$ cat config.mk
export PLATFORM = sky130hd
export DESIGN_NAME = rtc_calendar_with_periodic_irq_flat
export DESIGN_NICKNAME = d
export VERILOG_FILES = /design/src/hw/rtl/rtc_pkg.sv /design/src/hw/rtl/rtc_if.sv /design/src/hw/rtl/rtc_clock.sv /design/src/hw/rtl/rtc_irq.sv /design/src/hw/rtl/rtc_calendar_with_periodic_irq.sv /design/src/flat_wrapper.sv
export SDC_FILE = /design/constraint.sdc
export NUM_CORES = 1
export LEC_CHECK = 0
export ABC_AREA = 1
export BUFFER_PORTS_ARGS = -buffer_cell sky130_fd_sc_hd__buf_2
export CAP_MARGIN = 20
export CORE_ASPECT_RATIO = 1.4
export CORE_MARGIN = 1
export CORE_UTILIZATION = 45
export CTS_CLUSTER_DIAMETER = 50
export DETAILED_ROUTE_END_ITERATION = 12
export PLACE_DENSITY = 0.68
export SYNTH_ARGS = -nofsm -noshare
export SYNTH_HDL_FRONTEND = slang
export SYNTH_SLANG_ARGS = --single-unit
$ cat constraint.sdc
create_clock -name clk -period 6.27 [get_ports clk]
set_input_delay 1.5675 -clock clk [delete_from_list [all_inputs] [get_ports clk]]
set_output_delay 1.5675 -clock clk [all_outputs]
set_load 0.1 [all_outputs]
$ cat src/hw/rtl/rtc_pkg.sv
`default_nettype none
package rtc_pkg;

	// input word: one tick, read or write
	typedef struct packed {
		logic [1:0] action;
		logic [4:0] reg_addr;
		logic [7:0] write_data;
	} req_word_t;

	// result word
	typedef struct packed {
		logic [7:0] read_data;
		logic       irq_level;
	} rsp_word_t;

	// action codes
	localparam logic [1:0] ACT_TICK  = 2'd0;
	localparam logic [1:0] ACT_READ  = 2'd1;
	localparam logic [1:0] ACT_WRITE = 2'd2;

	// register map
	localparam logic [2:0] R_CSEC  = 3'd0;
	localparam logic [2:0] R_HOUR  = 3'd1;
	localparam logic [2:0] R_MIN   = 3'd2;
	localparam logic [2:0] R_SEC   = 3'd3;
	localparam logic [2:0] R_MONTH = 3'd4;
	localparam logic [2:0] R_DAY   = 3'd5;
	localparam logic [2:0] R_YEAR  = 3'd6;
	localparam logic [2:0] R_DOW   = 3'd7;
	localparam logic [4:0] A_RAM   = 5'd8;
	localparam logic [4:0] A_INT   = 5'd16;
	localparam logic [4:0] A_CMD   = 5'd17;

	// command and status bits
	localparam int unsigned CMD_RUN_BIT = 3;
	localparam int unsigned CMD_IE_BIT  = 4;
	localparam logic [7:0]  CMD_RESET   = 8'h0C;
	localparam logic [7:0]  ST_ALARM    = 8'h01;
	localparam logic [7:0]  ST_PEND     = 8'h80;

	// counter reset: 2000-01-01 00:00:00.00, Saturday
	localparam logic [7:0] CNT_RESET [8] = '{8'd0, 8'd0, 8'd0, 8'd0, 8'd1, 8'd1, 8'd0, 8'd6};

	// periodic rates: mask bits 1..6, interval in ticks
	localparam int unsigned NUM_RATES = 6;
	localparam logic [23:0] RATE_TICKS [NUM_RATES] = '{
		24'd1, 24'd10, 24'd100, 24'd6000, 24'd360000, 24'd8640000
	};

	// control from the decode to the time counter block
	typedef struct packed {
		logic       tick;
		logic       wr;
		logic       snap;
		logic [2:0] idx;
		logic [7:0] data;
	} clk_ctl_t;

	// control from the decode to the interrupt block
	typedef struct packed {
		logic       tick;
		logic       st_rd;
		logic       mask_wr;
		logic       ie;
		logic [7:0] data;
	} irq_ctl_t;

endpackage
`default_nettype wire

$ cat src/hw/rtl/rtc_if.sv
`default_nettype none
// request channel
interface rtc_req_if;
	logic                 valid;
	logic                 ready;
	rtc_pkg::req_word_t   word;
	modport source (output valid, output word, input ready);
	modport sink   (input valid, input word, output ready);
endinterface

// response channel
interface rtc_rsp_if;
	logic                 valid;
	logic                 ready;
	rtc_pkg::rsp_word_t   word;
	modport source (output valid, output word, input ready);
	modport sink   (input valid, input word, output ready);
endinterface
`default_nettype wire

$ cat src/hw/rtl/rtc_clock.sv
`default_nettype none
module rtc_clock (
	input  wire logic              clk,
	input  wire logic              arst_n,
	input  wire logic              en,
	input  wire rtc_pkg::clk_ctl_t ctl,
	output logic [7:0]             rd_data
);
	import rtc_pkg::*;

	logic [7:0] cnt_q   [8];
	logic [7:0] latch_q [8];
	logic [7:0] cnt_nxt [8];

	// one field increment: {wrap, new value}
	function automatic logic [8:0] bump(input logic [7:0] v, input logic [8:0] limit,
			input logic [7:0] first);
		logic [8:0] s;
		s = {1'b0, v} + 9'd1;
		if (s >= limit) begin
			bump = {1'b1, first};
		end else begin
			bump = {1'b0, s[7:0]};
		end
	endfunction

	// month length; bad months count as 31
	function automatic logic [8:0] month_len(input logic [7:0] m, input logic [7:0] yr);
		logic [8:0] d;
		unique case (m)
			8'd1, 8'd3, 8'd5, 8'd7, 8'd8, 8'd10, 8'd12: d = 9'd31;
			8'd4, 8'd6, 8'd9, 8'd11:                    d = 9'd30;
			8'd2:                                        d = (yr[1:0] == 2'b00) ? 9'd29 : 9'd28;
			default:                                     d = 9'd31;
		endcase
		month_len = d;
	endfunction

	// carry chain of one tick
	always_comb begin
		logic [8:0] r;
		logic       c;
		for (int i = 0; i < 8; i++) begin
			cnt_nxt[i] = cnt_q[i];
		end
		r = bump(cnt_q[R_CSEC], 9'd100, 8'd0);
		cnt_nxt[R_CSEC] = r[7:0];
		c = r[8];
		if (c) begin
			r = bump(cnt_q[R_SEC], 9'd60, 8'd0);
			cnt_nxt[R_SEC] = r[7:0];
			c = r[8];
		end
		if (c) begin
			r = bump(cnt_q[R_MIN], 9'd60, 8'd0);
			cnt_nxt[R_MIN] = r[7:0];
			c = r[8];
		end
		if (c) begin
			r = bump(cnt_q[R_HOUR], 9'd24, 8'd0);
			cnt_nxt[R_HOUR] = r[7:0];
			c = r[8];
		end
		if (c) begin
			r = bump(cnt_q[R_DOW], 9'd7, 8'd0);
			cnt_nxt[R_DOW] = r[7:0];
			r = bump(cnt_q[R_DAY], month_len(cnt_q[R_MONTH], cnt_q[R_YEAR]) + 9'd1, 8'd1);
			cnt_nxt[R_DAY] = r[7:0];
			c = r[8];
		end
		if (c) begin
			r = bump(cnt_q[R_MONTH], 9'd13, 8'd1);
			cnt_nxt[R_MONTH] = r[7:0];
			c = r[8];
		end
		if (c) begin
			r = bump(cnt_q[R_YEAR], 9'd100, 8'd0);
			cnt_nxt[R_YEAR] = r[7:0];
		end
	end

	// counters and read latch
	always_ff @(posedge clk or negedge arst_n) begin
		if (!arst_n) begin
			for (int i = 0; i < 8; i++) begin
				cnt_q[i]   <= CNT_RESET[i];
				latch_q[i] <= CNT_RESET[i];
			end
		end else if (en) begin
			if (ctl.tick) begin
				cnt_q <= cnt_nxt;
			end else if (ctl.wr) begin
				cnt_q[ctl.idx] <= ctl.data;
			end
			if (ctl.snap) begin
				latch_q <= cnt_q;
			end
		end
	end

	// hundredths read sees the live counter, the rest read the latch
	assign rd_data = ctl.snap ? cnt_q[R_CSEC] : latch_q[ctl.idx];

endmodule
`default_nettype wire

$ cat src/hw/rtl/rtc_irq.sv
`default_nettype none
module rtc_irq (
	input  wire logic              clk,
	input  wire logic              arst_n,
	input  wire logic              en,
	input  wire rtc_pkg::irq_ctl_t ctl,
	output logic [7:0]             status,
	output logic                   level
);
	import rtc_pkg::*;

	logic [7:0]  status_q;
	logic [7:0]  mask_q;
	logic [23:0] period_q;
	logic [7:0]  status_nxt;
	logic [7:0]  mask_nxt;
	logic [23:0] period_nxt;
	logic [23:0] interval;
	logic [23:0] period_inc;

	// fastest enabled rate
	always_comb begin
		interval = '0;
		for (int i = NUM_RATES - 1; i >= 0; i--) begin
			if (mask_q[i + 1]) begin
				interval = RATE_TICKS[i];
			end
		end
	end

	assign period_inc = period_q + 24'd1;

	// next status, mask and period count
	always_comb begin
		status_nxt = status_q;
		mask_nxt   = mask_q;
		period_nxt = period_q;
		if (ctl.tick && (interval != '0)) begin
			if (period_inc >= interval) begin
				period_nxt = '0;
				status_nxt = status_q | (mask_q & ~ST_ALARM);
			end else begin
				period_nxt = period_inc;
			end
		end
		if (ctl.st_rd) begin
			status_nxt = '0;
		end
		if (ctl.mask_wr) begin
			mask_nxt   = ctl.data & ~ST_PEND;
			period_nxt = '0;
		end
	end

	assign level = ctl.ie && ((status_nxt & mask_nxt) != '0);

	always_ff @(posedge clk or negedge arst_n) begin
		if (!arst_n) begin
			status_q <= '0;
			mask_q   <= '0;
			period_q <= '0;
		end else if (en) begin
			status_q <= level ? (status_nxt | ST_PEND) : status_nxt;
			mask_q   <= mask_nxt;
			period_q <= period_nxt;
		end
	end

	assign status = status_q;

endmodule
`default_nettype wire

$ cat src/hw/rtl/rtc_calendar_with_periodic_irq.sv
// A word accepted into the input register is applied when the output register
// is free or draining, and its result is then loaded into the output register.
// Throughput: one word per cycle while responses are taken; while a response
// waits the input register takes one more word, then the input stalls.
// Reset: arst_n clears the clock to 2000-01-01 00:00:00.00 Saturday, RAM and
// interrupt state to zero and the command byte to 0x0C.
`default_nettype none
module rtc_calendar_with_periodic_irq #(
	parameter int unsigned RAM_BYTES = 8
) (
	input  wire logic  clk,
	input  wire logic  arst_n,
	rtc_req_if.sink    req,
	rtc_rsp_if.source  rsp
);
	import rtc_pkg::*;

	localparam int unsigned RAM_AW = $clog2(RAM_BYTES);
	localparam logic [5:0]  RAM_END = 6'(A_RAM) + 6'(RAM_BYTES);

	logic                vld_s1;
	req_word_t           word_s1;
	logic                adv;
	rsp_word_t           rsp_q;
	logic                rsp_vld_q;
	logic [7:0]          cmd_q;
	logic [7:0]          ram_q [RAM_BYTES];

	logic                is_tick, is_rd, is_wr;
	logic                is_cnt, is_ram;
	logic [RAM_AW-1:0]   ram_idx;
	logic [7:0]          cmd_nxt;
	logic [7:0]          cnt_rd;
	logic [7:0]          st_rd;
	logic                irq_lvl;
	logic [7:0]          rd_data;
	clk_ctl_t            clk_ctl;
	irq_ctl_t            irq_ctl;

	// handshake: stage 1 moves when the output register is free or draining
	assign adv       = vld_s1 && (!rsp_vld_q || rsp.ready);
	assign req.ready = !vld_s1 || adv;

	always_ff @(posedge clk or negedge arst_n) begin
		if (!arst_n) begin
			vld_s1 <= 1'b0;
		end else if (req.ready) begin
			vld_s1 <= req.valid;
		end
	end

	always_ff @(posedge clk) begin
		if (req.ready && req.valid) begin
			word_s1 <= req.word;
		end
	end

	// decode
	assign is_tick = (word_s1.action == ACT_TICK) && cmd_q[CMD_RUN_BIT];
	assign is_rd   = (word_s1.action == ACT_READ);
	assign is_wr   = (word_s1.action == ACT_WRITE);
	assign is_cnt  = (word_s1.reg_addr[4:3] == 2'b00);
	assign is_ram  = ({1'b0, word_s1.reg_addr} >= 6'(A_RAM))
		&& ({1'b0, word_s1.reg_addr} < RAM_END);
	assign ram_idx = RAM_AW'(word_s1.reg_addr - A_RAM);
	assign cmd_nxt = (is_wr && word_s1.reg_addr == A_CMD) ? word_s1.write_data : cmd_q;

	assign clk_ctl = '{
		tick: is_tick,
		wr:   is_wr && is_cnt,
		snap: is_rd && word_s1.reg_addr == {2'b00, R_CSEC},
		idx:  word_s1.reg_addr[2:0],
		data: word_s1.write_data
	};

	assign irq_ctl = '{
		tick:    is_tick,
		st_rd:   is_rd && word_s1.reg_addr == A_INT,
		mask_wr: is_wr && word_s1.reg_addr == A_INT,
		ie:      cmd_nxt[CMD_IE_BIT],
		data:    word_s1.write_data
	};

	rtc_clock u_clock (
		.clk     (clk),
		.arst_n  (arst_n),
		.en      (adv),
		.ctl     (clk_ctl),
		.rd_data (cnt_rd)
	);

	rtc_irq u_irq (
		.clk    (clk),
		.arst_n (arst_n),
		.en     (adv),
		.ctl    (irq_ctl),
		.status (st_rd),
		.level  (irq_lvl)
	);

	// command byte and user RAM
	always_ff @(posedge clk or negedge arst_n) begin
		if (!arst_n) begin
			cmd_q <= CMD_RESET;
			for (int i = 0; i < RAM_BYTES; i++) begin
				ram_q[i] <= '0;
			end
		end else if (adv) begin
			cmd_q <= cmd_nxt;
			if (is_wr && is_ram) begin
				ram_q[ram_idx] <= word_s1.write_data;
			end
		end
	end

	// read mux
	always_comb begin
		rd_data = '0;
		if (is_rd) begin
			priority if (is_cnt) begin
				rd_data = cnt_rd;
			end else if (is_ram) begin
				rd_data = ram_q[ram_idx];
			end else if (word_s1.reg_addr == A_INT) begin
				rd_data = st_rd;
			end else if (word_s1.reg_addr == A_CMD) begin
				rd_data = cmd_q;
			end
		end
	end

	// output register
	always_ff @(posedge clk or negedge arst_n) begin
		if (!arst_n) begin
			rsp_vld_q <= 1'b0;
		end else if (adv) begin
			rsp_vld_q <= 1'b1;
		end else if (rsp.ready) begin
			rsp_vld_q <= 1'b0;
		end
	end

	always_ff @(posedge clk) begin
		if (adv) begin
			rsp_q <= '{read_data: rd_data, irq_level: irq_lvl};
		end
	end

	assign rsp.valid = rsp_vld_q;
	assign rsp.word  = rsp_q;

	// a raised line always leaves the pending bit set and the enable on
	a_irq_pend: assert property (@(posedge clk) disable iff (!arst_n)
		rsp_vld_q && rsp_q.irq_level |-> st_rd[7] && cmd_q[CMD_IE_BIT])
		else $error("irq high without pending bit or enable");

	// status read leaves status cleared
	a_st_clear: assert property (@(posedge clk) disable iff (!arst_n)
		adv && irq_ctl.st_rd |=> st_rd == '0)
		else $error("status not cleared by read");

	// the alarm status bit is never set
	a_no_alarm: assert property (@(posedge clk) disable iff (!arst_n)
		!st_rd[0])
		else $error("alarm status bit set");

	// every applied word produces a response
	a_rsp: assert property (@(posedge clk) disable iff (!arst_n)
		adv |=> rsp_vld_q)
		else $error("applied word lost its response");

endmodule
`default_nettype wire
$ cat src/flat_wrapper.sv
// flat-port wrapper written by rule: the top's interface ports become plain ports
module rtc_calendar_with_periodic_irq_flat import rtc_pkg::*;
#(
	parameter int unsigned RAM_BYTES = 8
)
  (clk, arst_n, req_valid, req_word, req_ready, rsp_valid, rsp_word, rsp_ready);
  rtc_req_if req_i ();
  rtc_rsp_if rsp_i ();
  input  wire logic clk;
  input  wire logic arst_n;
  input wire logic [$bits(req_i.valid)-1:0] req_valid;
  input wire logic [$bits(req_i.word)-1:0] req_word;
  output wire logic [$bits(req_i.ready)-1:0] req_ready;
  output wire logic [$bits(rsp_i.valid)-1:0] rsp_valid;
  output wire logic [$bits(rsp_i.word)-1:0] rsp_word;
  input wire logic [$bits(rsp_i.ready)-1:0] rsp_ready;
  assign req_i.valid = req_valid;
  assign req_i.word = req_word;
  assign req_ready = req_i.ready;
  assign rsp_valid = rsp_i.valid;
  assign rsp_word = rsp_i.word;
  assign rsp_i.ready = rsp_ready;
  rtc_calendar_with_periodic_irq #(.RAM_BYTES(RAM_BYTES)) u_core (.clk(clk), .arst_n(arst_n), .req(req_i), .rsp(rsp_i));
endmodule
== Word level (Yosys, flattened, before mapping) ==
Cells that the tools add are included.

* Bits of input ports: 19
* Output and inout port bits: 11
* Register bits: 266
* Logic and storage cells: 179

* Magnitude comparators: 15
* Bitwise operators: 4
* $add $sub $neg: 11
* Muxes and demuxes: 59
* Reductions and logical operators: 39
* Eq/ne operators: 15

{| class="wikitable"
|+ Operators by type and width
! operator !! number
|-
| 24-bit 2-to-1 mux || 9
|-
| 8-bit 2-to-1 mux || 25
|-
| 64-bit bitwise mux || 2
|-
| 64-bit 2-to-1 mux || 2
|-
| 8-bit by 1-bit adder with 9-bit output (second input constant) || 8
|-
| 9-bit 2-to-1 mux || 7
|-
| 8-bit binary-select mux with 3-bit select || 2
|-
| 8-bit demux with 3-bit select || 2
|-
| 24-bit by 1-bit adder with 24-bit output (second input constant) || 1
|-
| 24-bit greater-or-equal comparator || 1
|-
| 24-bit nonzero test || 1
|-
| 9-bit by 6-bit greater-or-equal comparator with 1-bit output (second input constant) || 2
|-
| 9-bit by 7-bit greater-or-equal comparator with 1-bit output (second input constant) || 2
|-
| 3-bit AND reduction || 6
|-
| 8-bit by 3-bit == test with 1-bit output (second input constant) || 2
|-
| 8-bit by 4-bit == test with 1-bit output (second input constant) || 2
|-
| 1-bit logical AND || 14
|-
| 2-bit != test (second input constant) || 6
|-
| 5-bit == test (second input constant) || 2
|-
| 2-bit AND reduction || 5
|-
| 9-bit by 1-bit adder with 9-bit output (second input constant) || 1
|-
| 9-bit by 3-bit greater-or-equal comparator with 1-bit output (second input constant) || 1
|-
| 9-bit by 4-bit greater-or-equal comparator with 1-bit output (second input constant) || 1
|-
| 9-bit by 5-bit greater-or-equal comparator with 1-bit output (second input constant) || 1
|-
| other kinds (22) || 38
|}

== Depth between registers and ports, before layout ==
Gate-level depths: netlist of run 1.

* Word-level depth: 14
* Gate-level depth with buffers: 27
* Depth with buffers taken out: 27

== Modules after synthesis ==
A second synthesis of run 1 with hierarchy kept.

* Cells, all modules: 1891
* Area total of the unflattened synthesis: 14959.3 um2

{| class="wikitable"
|+ By module, submodules not included
! module !! sequential area each (um2) !! cells each !! instances !! area an instance (um2)
|-
| rtc_clock || 3213.1 || 934 || 1 || 7418.4
|-
| rtc_calendar_with_periodic_irq || 2575.0 || 531 || 1 || 4569.4
|-
| rtc_irq || 1001.0 || 426 || 1 || 2971.6
|}

== Worst setup path after synthesis of run 1 ==
Ideal clock, no wire load.

* Path kind: input port to output port
* Start: input rsp_ready
* End: output req_ready
* Stages: 2
* Arrival time: 2.376 ns
* Required time: 4.702 ns
* Path slack: 2.327 ns
* Cell sequence: inv_1 nand3_1

* Word-level cells in the longest chain between the ends: 3

{| class="wikitable"
|+ RTL lines
! item !! line !! text
|-
| start, declared || flat_wrapper.sv:16 || <nowiki>input wire logic [$bits(rsp_i.ready)-1:0] rsp_ready;</nowiki>
|-
| 1-bit logical OR || rtc_calendar_with_periodic_irq.sv:41 || <nowiki>assign adv = vld_s1 && (!rsp_vld_q || rsp.ready);</nowiki>
|-
| 1-bit logical AND || rtc_calendar_with_periodic_irq.sv:41 ||
|-
| 1-bit logical OR || rtc_calendar_with_periodic_irq.sv:42 || <nowiki>assign req.ready = !vld_s1 || adv;</nowiki>
|-
| end, declared || flat_wrapper.sv:13 || <nowiki>output wire logic [$bits(req_i.ready)-1:0] req_ready;</nowiki>
|}

Every way passes these cells.

== Worst setup path in the final report of run 1 ==
* Start: register u_core.u_irq.period_q[0]
* End: register u_core.u_irq.period_q[13]

* Word-level cells in the longest chain between the ends: 5

{| class="wikitable"
|+ RTL lines
! item !! line !! text
|-
| start, declared || rtc_irq.sv:14 || <nowiki>logic [23:0] period_q;</nowiki>
|-
| start signal, assigned || rtc_irq.sv:65 || <nowiki>period_q <= period_nxt;</nowiki>
|-
| 24-bit by 1-bit adder with 24-bit output * || rtc_irq.sv:31 || <nowiki>assign period_inc = period_q + 24'd1;</nowiki>
|-
| 24-bit greater-or-equal comparator || rtc_irq.sv:39 || <nowiki>if (period_inc >= interval) begin</nowiki>
|-
| 24-bit 2-to-1 mux * || rtc_irq.sv:39 ||
|-
| 24-bit 2-to-1 mux * || rtc_irq.sv:38 || <nowiki>if (ctl.tick && (interval != '0)) begin</nowiki>
|-
| 24-bit 2-to-1 mux * || rtc_irq.sv:49 || <nowiki>if (ctl.mask_wr) begin</nowiki>
|}

Mark *: on every way between the ends. The rest lies on a longest branch, timed or not. The select of a mux whose other input is x is not followed.
A chain may end at the register's enable or synchronous reset.

==> results of run 1 <==
sequential cells by signal, indices dropped and copies added, names as in the netlist:
register / count
u_core.rsp.word: 9
u_core.ram_q: 64
u_core.cmd_q: 8
u_core.u_irq.period_q: 24
u_core.clk_ctl: 11
u_core.vld_s1: 1
u_core.rsp.valid: 1
u_core.u_clock.cnt_q: 64
u_core.u_irq.mask_q: 8
u_core.word_s1: 4
u_core.u_clock.latch_q: 64
u_core.u_irq.status: 8
routing by layer:
layer	track usage, %	vias to the layer above	wire length (um)
met5	0	-	0
met4	13.7	0	2130
met3	2.73	116	1760
li1	-	5511	-
met2	42.2	398	18700
met1	30.2	5540	14800
per-stage QoR:
step / instances / area (sq um) / utilization [%] / total power [mW]
after floorplan: 1635 / 13700 / - / 3.02
after global placement: 2001 / 14300 / 47.5 / 3.33
after detailed placement: 2001 / 14300 / 47.5 / 3.36
after CTS: 2055 / 15300 / 51.0 / 5.23
after global routing: 2055 / 15300 / 51.0 / 5.49
final: 2055 / 15300 / 51.0 / 5.20
worst max-delay path: cells and delay by family, from the launching register on:
| kind | cells | cell delay, ns |
|---|---|---|
| DFF | 1 | 0.39 |
| AOI/OAI and AO/OA | 2 | 0.36 |
| buffers and inverters | 5 | 0.68 |
| adders and majority gates | 1 | 0.31 |
| xor gates and xnor gates | 1 | 0.21 |
| and+or+nand+nor | 11 | 1.74 |
Yosys cell counts, types with 4 or more instances:
library cell / instances / area share, %
sky130_fd_sc_hd__a22o_1: 13 / 0.83
sky130_fd_sc_hd__clkbuf_1: 49 / 1.3
sky130_fd_sc_hd__dfrtp_1: 232 / 42
sky130_fd_sc_hd__xnor2_1: 5 / 0.32
sky130_fd_sc_hd__edfxtp_1: 24 / 5.3
sky130_fd_sc_hd__nand3_1: 63 / 2.3
sky130_fd_sc_hd__a221oi_1: 17 / 1.1
sky130_fd_sc_hd__nor2_1: 80 / 2.2
sky130_fd_sc_hd__dfstp_2: 10 / 1.9
sky130_fd_sc_hd__clkinv_1: 4 / 0.11
sky130_fd_sc_hd__o32ai_1: 7 / 0.45
sky130_fd_sc_hd__or2_2: 4 / 0.18
sky130_fd_sc_hd__nor3_1: 22 / 0.80
sky130_fd_sc_hd__o211ai_1: 9 / 0.49
sky130_fd_sc_hd__ha_1: 45 / 4.1
sky130_fd_sc_hd__nand4_1: 26 / 1.2
sky130_fd_sc_hd__buf_2: 5 / 0.18
sky130_fd_sc_hd__a41oi_1: 5 / 0.32
sky130_fd_sc_hd__o22ai_1: 41 / 1.9
sky130_fd_sc_hd__o21ai_1: 10 / 0.36
sky130_fd_sc_hd__inv_1: 193 / 5.3
sky130_fd_sc_hd__o21ai_0: 238 / 8.7
sky130_fd_sc_hd__a22oi_1: 16 / 0.88
sky130_fd_sc_hd__xor2_1: 36 / 2.3
sky130_fd_sc_hd__nor2_2: 5 / 0.23
sky130_fd_sc_hd__nand2_1: 405 / 11
sky130_fd_sc_hd__a21oi_1: 28 / 1.0
sky130_fd_sc_hd__nor4_1: 4 / 0.18
path summary, 6_finish.rpt:
check | start | end | cells after the start
max reg2reg | u_core.u_irq.period_q[0] | u_core.u_irq.period_q[13] | 20
max in group asynchronous | arst_n | u_core.u_clock.latch_q[44] | 2
min | u_core.u_clock.latch_q[23] | u_core.u_clock.latch_q[23] | 2
min reg2reg | u_core.u_clock.latch_q[23] | u_core.u_clock.latch_q[23] | 2
min in group asynchronous | arst_n | u_core.u_irq.period_q[8] | 1
max | u_core.u_irq.period_q[0] | u_core.u_irq.period_q[13] | 20
final cells by class:
cell class | count | area, sq um | share of cell area (%)
clock buffers | 40 | 878 | 5.74
clock inverters | 14 | 178 | 1.16
inverters | 199 | 747 | 4.88
multi-input cells | 1111 | 5990 | 39.1
flip-flops and latches | 266 | 6790 | 44.3
well taps | 385 | 482 | 3.15
repair buffers | 40 | 250 | 1.63
power groups by stage:
stage               registers (mW)  clock network (mW)  logic (mW)
finish                        2.20                1.85        1.15
global route                  2.23                1.95        1.31
CTS                           2.20                1.88        1.15
detailed placement            2.22                   0        1.14
global placement              2.22                   0        1.11
floorplan                     2.23                   0       0.796
cells by family after synthesis:
logic type,count (synthesis),synth area share (%)
compound gates,403,17.4
xor+xnor,41,2.62
fa+ha+maj,45,4.10
buf+inv,258,7.24
flops,266,49.5
simple gates,622,19.2
placed cells by master, fill, tap and decap left out, types with 4 or more instances in the layout:
cell                        instances
sky130_fd_sc_hd__nand3_1           63
sky130_fd_sc_hd__o22ai_1           41
sky130_fd_sc_hd__a22o_1            13
sky130_fd_sc_hd__edfxtp_1          24
sky130_fd_sc_hd__o21ai_1           10
sky130_fd_sc_hd__a41oi_1            5
sky130_fd_sc_hd__a221oi_1          17
sky130_fd_sc_hd__a21oi_1           28
sky130_fd_sc_hd__or2_2              4
sky130_fd_sc_hd__clkbuf_8           9
sky130_fd_sc_hd__xor2_1            36
sky130_fd_sc_hd__clkbuf_16         30
sky130_fd_sc_hd__inv_1            193
sky130_fd_sc_hd__nor2_1            80
sky130_fd_sc_hd__dfstp_2           10
sky130_fd_sc_hd__nand2_1          404
sky130_fd_sc_hd__buf_4             10
sky130_fd_sc_hd__o21ai_0          238
sky130_fd_sc_hd__a22oi_1           16
sky130_fd_sc_hd__ha_1              45
sky130_fd_sc_hd__clkinv_2           5
sky130_fd_sc_hd__clkinv_1           4
sky130_fd_sc_hd__xnor2_1            5
sky130_fd_sc_hd__nor2_2             5
sky130_fd_sc_hd__o32ai_1            7
sky130_fd_sc_hd__nor3_1            16
sky130_fd_sc_hd__dfrtp_1          232
sky130_fd_sc_hd__buf_2             28
sky130_fd_sc_hd__nor3_2             7
sky130_fd_sc_hd__nand4_1           26
sky130_fd_sc_hd__o211ai_1           9
==> results.json, run 1 <==
{
  "timing.final.crit_share_pct": 60.8,
  "p_seq_share_pct": 42.4,
  "tritoncts": "done",
  "netlist_area_sq_um": 13700,
  "postSynthNetCount": 1699,
  "ys.flop_type": "sky130_fd_sc_hd__dfrtp_1",
  "cts_setup_buffers": 0,
  "power.internal_mw": 3.50,
  "path_max_fanout": 13,
  "cts.sink_count": 266,
  "critical_path.max_stage_delay_ns": 0.44,
  "place_congestion": 0.938,
  "layout-area-overhead-vs-synth_pct": 11.6,
  "tightest_hold_check_type": "flip-flop to flip-flop",
  "critical_path.endpoint_type": "flip-flop",
  "synth_cells": 1635,
  "timing.critical_path.required_ns": 6.76,
  "post_route_ant_nets": 0,
  "worst_skew_pair.late_latency_ns": 0.59,
  "viasPerCell": 5.63,
  "net_sw_share_pct": 32.6,
  "worst_ep_arrival_time_ns": 4.30,
  "synth_warnings": 0,
  "cts_hold_buf": 0,
  "syn_avg_cell_area_sq_um": 8.39,
  "layout_min_cycle_time_ns": 3.82,
  "die_w_um": 150,
  "power.net_switching_mw": 1.70,
  "floorplan.initialDensity_pct": 45.7,
  "post_cts_resize_count": 0,
  "worst-setup-path-type": "flip-flop to flip-flop",
  "antenna_found_initial": 0,
  "num_rows": 75,
  "dr_total_vias": 11600,
  "htree_num_levels": 1,
  "timing_worst_slew_pin_value_ns": 0.975,
  "timing.max_cap.violations": 0,
  "number_of_antenna_repair_diodes": 0,
  "ys_seq_area_share_pct": 49.5,
  "grt_setup_unrepaired": "no",
  "leakage_nw": 7.12,
  "critical_path.most_common_cell": "sky130_fd_sc_hd__inv_1",
  "critical-path-slowest-cell": "sky130_fd_sc_hd__nor2_2",
  "fraction_of_layout_cells_with_a_size_suffix_above_1_pct": 8.20,
  "max_freq_mhz": 262,
  "worst_hold_slack_ns": 0.486,
  "p_per_area_nw_per_um2": 340,
  "critical_path.startpoint_type": "flip-flop",
  "tritoncts.num_buffers": 29,
  "cts.reportedPaths.clkPinSlew_ns": 0.06,
  "dp.final_hpwl_mm": 26.3,
  "drt_first_pass_iters": 5,
  "p_clk_share_pct": 35.6,
  "timing.slew.headroom_pct": 34.8,
  "postSynth.asyncResetShare_pct": 91.0,
  "die_h_um": 209,
  "report.final.setup_viol": 0,
  "grt_start_max_net_pins": 125,
  "setup-tns-final_ns": 0,
  "layout.nets": 1711,
  "slew_viol_final": 0,
  "via_count_of_the_first_global_routing_pass": 11500,
  "grt_remaining_overflow": 0,
  "core-area_sq_um": 30000,
  "netlist-cell-type-count": 53,
  "max-vdd-ir-drop_mv": 0.263,
  "cts_root_buf": "sky130_fd_sc_hd__clkbuf_16",
  "die-area_sq_um": 31200,
  "outcome": "completed",
  "clockBufferDepth": 3,
  "grt_first_pass_wirelength_mm": 60.5,
  "post-place-ws_ns": 2.30,
  "fin_worst_skew_ns": 0.0390,
  "wire_per_inst_um": 18.2,
  "numPortBuffers": 29,
  "hold_violations": 0,
  "setup.reg_to_reg.worst_slack_ns": 2.45,
  "pwr-share-comb_pct": 22.0,
  "finalWorstSetupSlack_ns": 2.45,
  "number_of_enable_type_register_cells_in_the_synthesized_netlist": 24,
  "crit_chain": "inv_1, nor2_2, nand2_1, nor2_2, inv_1, nor3_1, xor2_1, inv_1, ha_1, nand2_1, inv_1, o21ai_0, nand4_1, nand3_1, nand2_1, nor2_1, nand2_2, nor2_2, inv_1, o22ai_1",
  "detail_route.wirelength_mm": 37.3,
  "num_io_pins": 30,
  "filler_cell_count": 2823,
  "postSynthRegisterBits": 266,
  "globalRouteTotalUtil_pct": 24.7,
  "drc": 0,
  "drt_first_iter_violations": 957
}
No activity file was read; power rests on OpenSTA's default activity.
==> inputs of run 2 (changes only) <==
clock period = 3.9 ns   (was 6.27 ns; I/O delays follow)
==> results.json, run 2 (synthesized netlist as in run 1, its figures left out) <==
{
  "setup-tns-final_ns": 0,
  "leakage_nw": 7.15,
  "fin_worst_skew_ns": 0.0234,
  "numPortBuffers": 29,
  "total_power_mw": 8.03,
  "core-area_sq_um": 30000,
  "final_cells": 2071,
  "floorplan.initialDensity_pct": 45.7,
  "rr_startpoint": "u_core.u_irq.period_q[0]",
  "register_area_sq_um": 6790,
  "crit_family": "simple AND/OR/NAND/NOR gates",
  "antenna_found_initial": 0,
  "drc": 0,
  "cts.sink_count": 266,
  "hold_violations": 0,
  "layout.cells.most_common": "sky130_fd_sc_hd__nand2_1",
  "critical_path_buf_inv_count": 5,
  "worst_ep_arrival_time_ns": 3.88,
  "tritoncts": "done",
  "max-vdd-ir-drop_mv": 0.352,
  "timing.final.crit_share_pct": 91.4,
  "dp.final_hpwl_mm": 27.3,
  "outcome": "completed",
  "die_w_um": 150,
  "timing.reg2reg.worst_path_depth": 25,
  "critical-path-slowest-cell": "sky130_fd_sc_hd__dfrtp_1",
  "viasPerCell": 5.59,
  "post_route_ant_nets": 0,
  "worst_skew_pair.late_latency_ns": 0.56,
  "grt_remaining_overflow": 0,
  "p_per_area_nw_per_um2": 524,
  "post_route_cell_area_sq_um": 15300,
  "timing_worst_slew_pin_value_ns": 1.01,
  "slew_viol_final": 0,
  "die-area_sq_um": 31200,
  "detail_route.wirelength_mm": 37.9,
  "timing.max_cap.violations": 0,
  "placed_instance_area_sq_um": 14400,
  "critical_path.endpoint_type": "flip-flop",
  "htree_num_levels": 1,
  "layout-area-overhead-vs-synth_pct": 11.8,
  "grt_first_pass_wirelength_mm": 61.3,
  "worst-setup-path-type": "flip-flop to flip-flop",
  "multiInputGateArea_sq_um": 6000,
  "critical_path.startpoint_type": "flip-flop",
  "critical_path.max_stage_delay_ns": 0.39,
  "die_h_um": 209,
  "placedCellCount": 2022,
  "tightest_hold_check_type": "input pin to async pin",
  "cts.reportedPaths.clkPinSlew_ns": 0.06,
  "worst_hold_slack_ns": 0.393,
  "via_count_of_the_first_global_routing_pass": 11500,
  "num_rows": 75,
  "layout.nets": 1732,
  "layout.cells.most_common_list": "sky130_fd_sc_hd__nand2_1, sky130_fd_sc_hd__o21ai_0, sky130_fd_sc_hd__dfrtp_1",
  "filler_cell_count": 2864,
  "place_congestion": 0.933,
  "path_max_fanout": 8,
  "max_freq_mhz": 280,
  "finalWorstSetupSlack_ns": 0.335,
  "fraction_of_layout_cells_with_a_size_suffix_above_1_pct": 8.72,
  "drt_first_pass_iters": 5,
  "cts_hold_buf": 0,
  "layout_min_cycle_time_ns": 3.57,
  "wire_per_inst_um": 18.3,
  "critical_path.most_common_cell": "sky130_fd_sc_hd__nand2_1",
  "regToRegEndpoint": "u_core.rsp.word[0]",
  "grt_start_max_net_pins": 103,
  "timing.critical_path.required_ns": 4.21,
  "timing.slew.headroom_pct": 32.7,
  "cts_root_buf": "sky130_fd_sc_hd__clkbuf_16",
  "clockBufferDepth": 3,
  "globalRouteTotalUtil_pct": 25.2,
  "drt_first_iter_violations": 801,
  "setup.reg_to_reg.worst_slack_ns": 0.33,
  "tritoncts.num_buffers": 29,
  "grt_setup_unrepaired": "no",
  "report.final.setup_viol": 0,
  "number_of_antenna_repair_diodes": 0,
  "post-place-ws_ns": 0.420,
  "core_utilization_of_the_finished_layout_pct": 51.1,
  "dr_total_vias": 11600,
  "registers_with_the_highest_flip_flop_counts": "u_core.ram_q x64, u_core.u_clock.cnt_q x64, u_core.u_clock.latch_q x64",
  "num_io_pins": 30
}
==> run 2: worst max path at each step <==
stage | from | end | slack (ns) | depth (start not counted)
after detailed placement | u_core.u_clock.cnt_q[29] | u_core.u_clock.cnt_q[28] | 0.42 | 17
after CTS | u_core.u_clock.cnt_q[29] | u_core.u_clock.cnt_q[28] | 0.39 | 17
after global placement | u_core.u_clock.cnt_q[29] | u_core.u_clock.cnt_q[28] | 0.53 | 17
after floorplan | u_core.u_irq.period_q[2] | u_core.rsp.word[0] | 0.89 | 25
final | u_core.u_irq.period_q[0] | u_core.rsp.word[0] | 0.33 | 25
after global routing | u_core.u_irq.period_q[2] | u_core.rsp.word[0] | 0.002 | 25
==> run 2: where the power goes <==
group	internal [mW]	switching, mW
registers	3.23	0.316
clock network	1.50	1.12
logic	0.633	1.24
==> run 2: worst reg2reg max path, delay by kind of cell, from the launching register on <==
kind | cells | cell delay [ns]
AND/OR/NAND/NOR | 17 | 1.87
flip-flops | 1 | 0.39
buffers and inverters | 5 | 0.38
adder cells (fa/ha/maj) | 1 | 0.31
XOR/XNOR | 1 | 0.23
AO/OA/AOI/OAI | 1 | 0.14
==> run 2: routing by layer <==
| metal | track usage (%) | up-vias | routed length [um] |
|---|---|---|---|
| met4 | 12.9 | 0 | 1970 |
| met3 | 2.66 | 89 | 1470 |
| met5 | 0 | - | 0 |
| li1 | - | 5556 | - |
| met2 | 44.3 | 338 | 19300 |
| met1 | 30.1 | 5603 | 15100 |
==> run 2: layout make-up <==
class,instances,share of cell area [%]
Tap cell,385,3.14
Multi-Input combinational cell,1111,39.1
Timing Repair Buffer,61,2.82
Inverter,199,4.87
Clock buffer,36,5.16
Clock inverter,13,0.685
Sequential cell,266,44.2
==> run 2: what timing repair did <==
item,4_1_cts,5_1_grt
endpoints found under the hold margin,0,0
setup endpoints to repair,0,1
gates resized for setup,0,1
buffers inserted,0,0
==> inputs of run 3 (changes only) <==
ABC_AREA = not set   (was 1)
CORE_UTILIZATION = 43   (was 45)
PLACE_DENSITY = 0.66   (was 0.68)
==> results.json, run 3 <==
{
  "outcome": "completed",
  "floorplan.initialDensity_pct": 43.8,
  "htree_num_levels": 1,
  "post-synth-top-area-fraction_pct": 39.7,
  "num_io_pins": 30,
  "ys_top_cells_by_count": "sky130_fd_sc_hd__dfrtp_1, sky130_fd_sc_hd__mux2_2, sky130_fd_sc_hd__nand2_1, sky130_fd_sc_hd__o21ai_0, sky130_fd_sc_hd__nor2_1",
  "final_cells": 1801,
  "placedCellCount": 1741,
  "hold_violations": 0,
  "fraction_of_layout_cells_with_a_size_suffix_above_1_pct": 23.7,
  "timing.final.crit_share_pct": 95.7,
  "synth.most_common_cell": "sky130_fd_sc_hd__dfrtp_1",
  "layout-area-overhead-vs-synth_pct": 12.9,
  "layout.nets": 1399,
  "netlist-cell-type-count": 88,
  "cts.sink_count": 259,
  "register_area_sq_um": 6610,
  "synth_warnings": 0,
  "postSynthNetCount": 1368,
  "globalRouteTotalUtil_pct": 24.3,
  "grt_setup_unrepaired": "yes",
  "multiInputGateArea_sq_um": 7090,
  "post_route_ant_nets": 0,
  "wire_per_inst_um": 22.1,
  "layout.cells.most_common_list": "sky130_fd_sc_hd__dfrtp_1, sky130_fd_sc_hd__mux2_2, sky130_fd_sc_hd__nand2_1",
  "cts.reportedPaths.clkPinSlew_ns": 0.07,
  "tritoncts": "done",
  "rr_startpoint": "u_core.u_irq.period_q[5]",
  "registers_with_the_highest_flip_flop_counts": "u_core.ram_q x64, u_core.u_clock.cnt_q x64, u_core.u_clock.latch_q x57",
  "drt_first_pass_iters": 5,
  "setup.reg_to_reg.worst_slack_ns": 0.17,
  "drc": 0,
  "timing.max_cap.violations": 0,
  "max-vdd-ir-drop_mv": 0.324,
  "drt_first_iter_violations": 910,
  "worst_ep_arrival_time_ns": 4.19,
  "worst_skew_pair.late_latency_ns": 0.58,
  "synth_cells": 1304,
  "leakage_nw": 7.04,
  "regToRegEndpoint": "u_core.u_irq.status[7]",
  "layout_min_cycle_time_ns": 3.73,
  "die_h_um": 217,
  "total_power_mw": 6.84,
  "core_utilization_of_the_finished_layout_pct": 49.4,
  "clockBufferDepth": 3,
  "report.final.setup_viol": 0,
  "post_route_cell_area_sq_um": 16000,
  "synth_area_leaders": "sky130_fd_sc_hd__dfrtp_1, sky130_fd_sc_hd__mux2_2, sky130_fd_sc_hd__edfxtp_1, sky130_fd_sc_hd__ha_1, sky130_fd_sc_hd__nand2_1",
  "grt_remaining_overflow": 0,
  "tritoncts.num_buffers": 31,
  "worst-setup-path-type": "flip-flop to flip-flop",
  "grt_start_max_net_pins": 77,
  "layout.cells.most_common": "sky130_fd_sc_hd__dfrtp_1",
  "number_of_enable_type_register_cells_in_the_synthesized_netlist": 24,
  "viasPerCell": 6.05,
  "ys.flop_type": "sky130_fd_sc_hd__dfrtp_1",
  "timing.reg2reg.worst_path_depth": 13,
  "dr_total_vias": 10900,
  "critical_path.startpoint_type": "flip-flop",
  "filler_cell_count": 2964,
  "detail_route.wirelength_mm": 39.8,
  "placed_instance_area_sq_um": 14900,
  "syn_avg_cell_area_sq_um": 10.9,
  "p_per_area_nw_per_um2": 427,
  "slew_viol_final": 0,
  "critical_path.endpoint_type": "flip-flop",
  "core-area_sq_um": 32400,
  "ys_seq_area_share_pct": 46.6,
  "numPortBuffers": 29,
  "die_w_um": 156,
  "place_congestion": 0.905,
  "cp-endpoint": "u_core.u_irq.status[7]",
  "first_element_of_the_critical_path": "u_core.u_irq.period_q[5]",
  "via_count_of_the_first_global_routing_pass": 11000,
  "tightest_hold_check_type": "input pin to async pin",
  "postSynthRegisterBits": 259,
  "grt_first_pass_wirelength_mm": 63.4,
  "num_rows": 78,
  "max_freq_mhz": 268,
  "die-area_sq_um": 33700,
  "fin_worst_skew_ns": 0.0190,
  "dp.final_hpwl_mm": 27.7,
  "antenna_found_initial": 1,
  "timing_worst_slew_pin_value_ns": 1.00,
  "cts_root_buf": "sky130_fd_sc_hd__clkbuf_16",
  "postSynth.asyncResetShare_pct": 90.7,
  "timing.critical_path.required_ns": 4.36,
  "timing.slew.headroom_pct": 33.0,
  "netlist_area_sq_um": 14200,
  "synth.largest_area_cell": "sky130_fd_sc_hd__dfrtp_1",
  "path_max_fanout": 7,
  "worst_hold_slack_ns": 0.356
}
==> run 3: layout make-up <==
cell class              count  share of cell area, %
diodes                      1                 0.0156
clock buffers              40                   5.30
clock inverters            18                   1.14
inverters                  39                  0.914
multi-input cells         922                   44.3
flip-flops and latches    259                   41.3
well taps                 440                   3.44
repair buffers             82                   3.61
==> run 3: cells by family after synthesis <==
kind of cell / synth area share, %
simple gates: 13.6
compound gates: 16.8
flops: 46.6
mux: 13.9
buf+inv: 3.73
fa+ha+maj: 3.97
xor+xnor: 1.42
==> run 3: per-stage QoR <==
| step | TNS (ns) | setup slack [ns] |
|---|---|---|
| 2_1_floorplan | 0 | 0.359 |
| 3_3_place_gp | 0 | 0.228 |
| 3_5_place_dp | 0 | 0.0623 |
| 4_1_cts | 0 | 0.0245 |
| 5_1_grt | -0.188 | -0.0822 |
| 6_report | 0 | 0.168 |
==> run 3: critical path: stages, from the launching register on <==
cell	delay, ns
sky130_fd_sc_hd__dfrtp_1	0.45
sky130_fd_sc_hd__and4_1	0.31
sky130_fd_sc_hd__nand2_1	0.11
sky130_fd_sc_hd__nor2_1	0.22
sky130_fd_sc_hd__and3_1	0.23
sky130_fd_sc_hd__nand3_1	0.13
sky130_fd_sc_hd__xnor2_2	0.18
sky130_fd_sc_hd__ha_1	0.32
sky130_fd_sc_hd__a21o_1	0.18
sky130_fd_sc_hd__a221oi_1	0.31
sky130_fd_sc_hd__nand3_1	0.21
sky130_fd_sc_hd__nor4_2	0.47
sky130_fd_sc_hd__a211oi_4	0.17
sky130_fd_sc_hd__a221o_1	0.32
==> run 3: timing repair <==
action                                  in CTS  in global routing
gates resized for setup                      0                  9
endpoints found under the setup margin       0                 39
endpoints found under the hold margin        0                  0
hold buffers                                 0                  0
buffers inserted                             0                  1
==> run 3: routing by layer <==
layer / GRT usage (%) / share of wire (%) / up-vias
met5: 0 / 0 / -
li1: - / - / 4982
met3: 4.10 / 5.4 / 108
met2: 41.4 / 50 / 343
met4: 11.5 / 4.7 / 0
met1: 29.7 / 40 / 5465
==> run 3: report_power, final <==
| group | internal [mW] | switching, mW |
|---|---|---|
| Combinational | 0.319 | 0.521 |
| Sequential | 2.89 | 0.189 |
| Clock | 1.70 | 1.23 |
| Total | 4.90 | 1.94 |
==> run 3: how the worst min path moves through the flow <==
| stage | cells after the start | to | startpoint |
|---|---|---|---|
| after floorplan | 2 | u_core.u_clock.latch_q[20] | u_core.u_clock.latch_q[20] |
| after global placement | 2 | u_core.u_clock.latch_q[0] | u_core.u_clock.latch_q[0] |
| after detailed placement | 2 | u_core.u_clock.latch_q[25] | u_core.u_clock.latch_q[25] |
| after CTS | 1 | u_core.u_irq.period_q[2] | arst_n |
| after global routing | 1 | u_core.u_irq.period_q[2] | arst_n |
| final | 1 | u_core.u_irq.period_q[2] | arst_n |
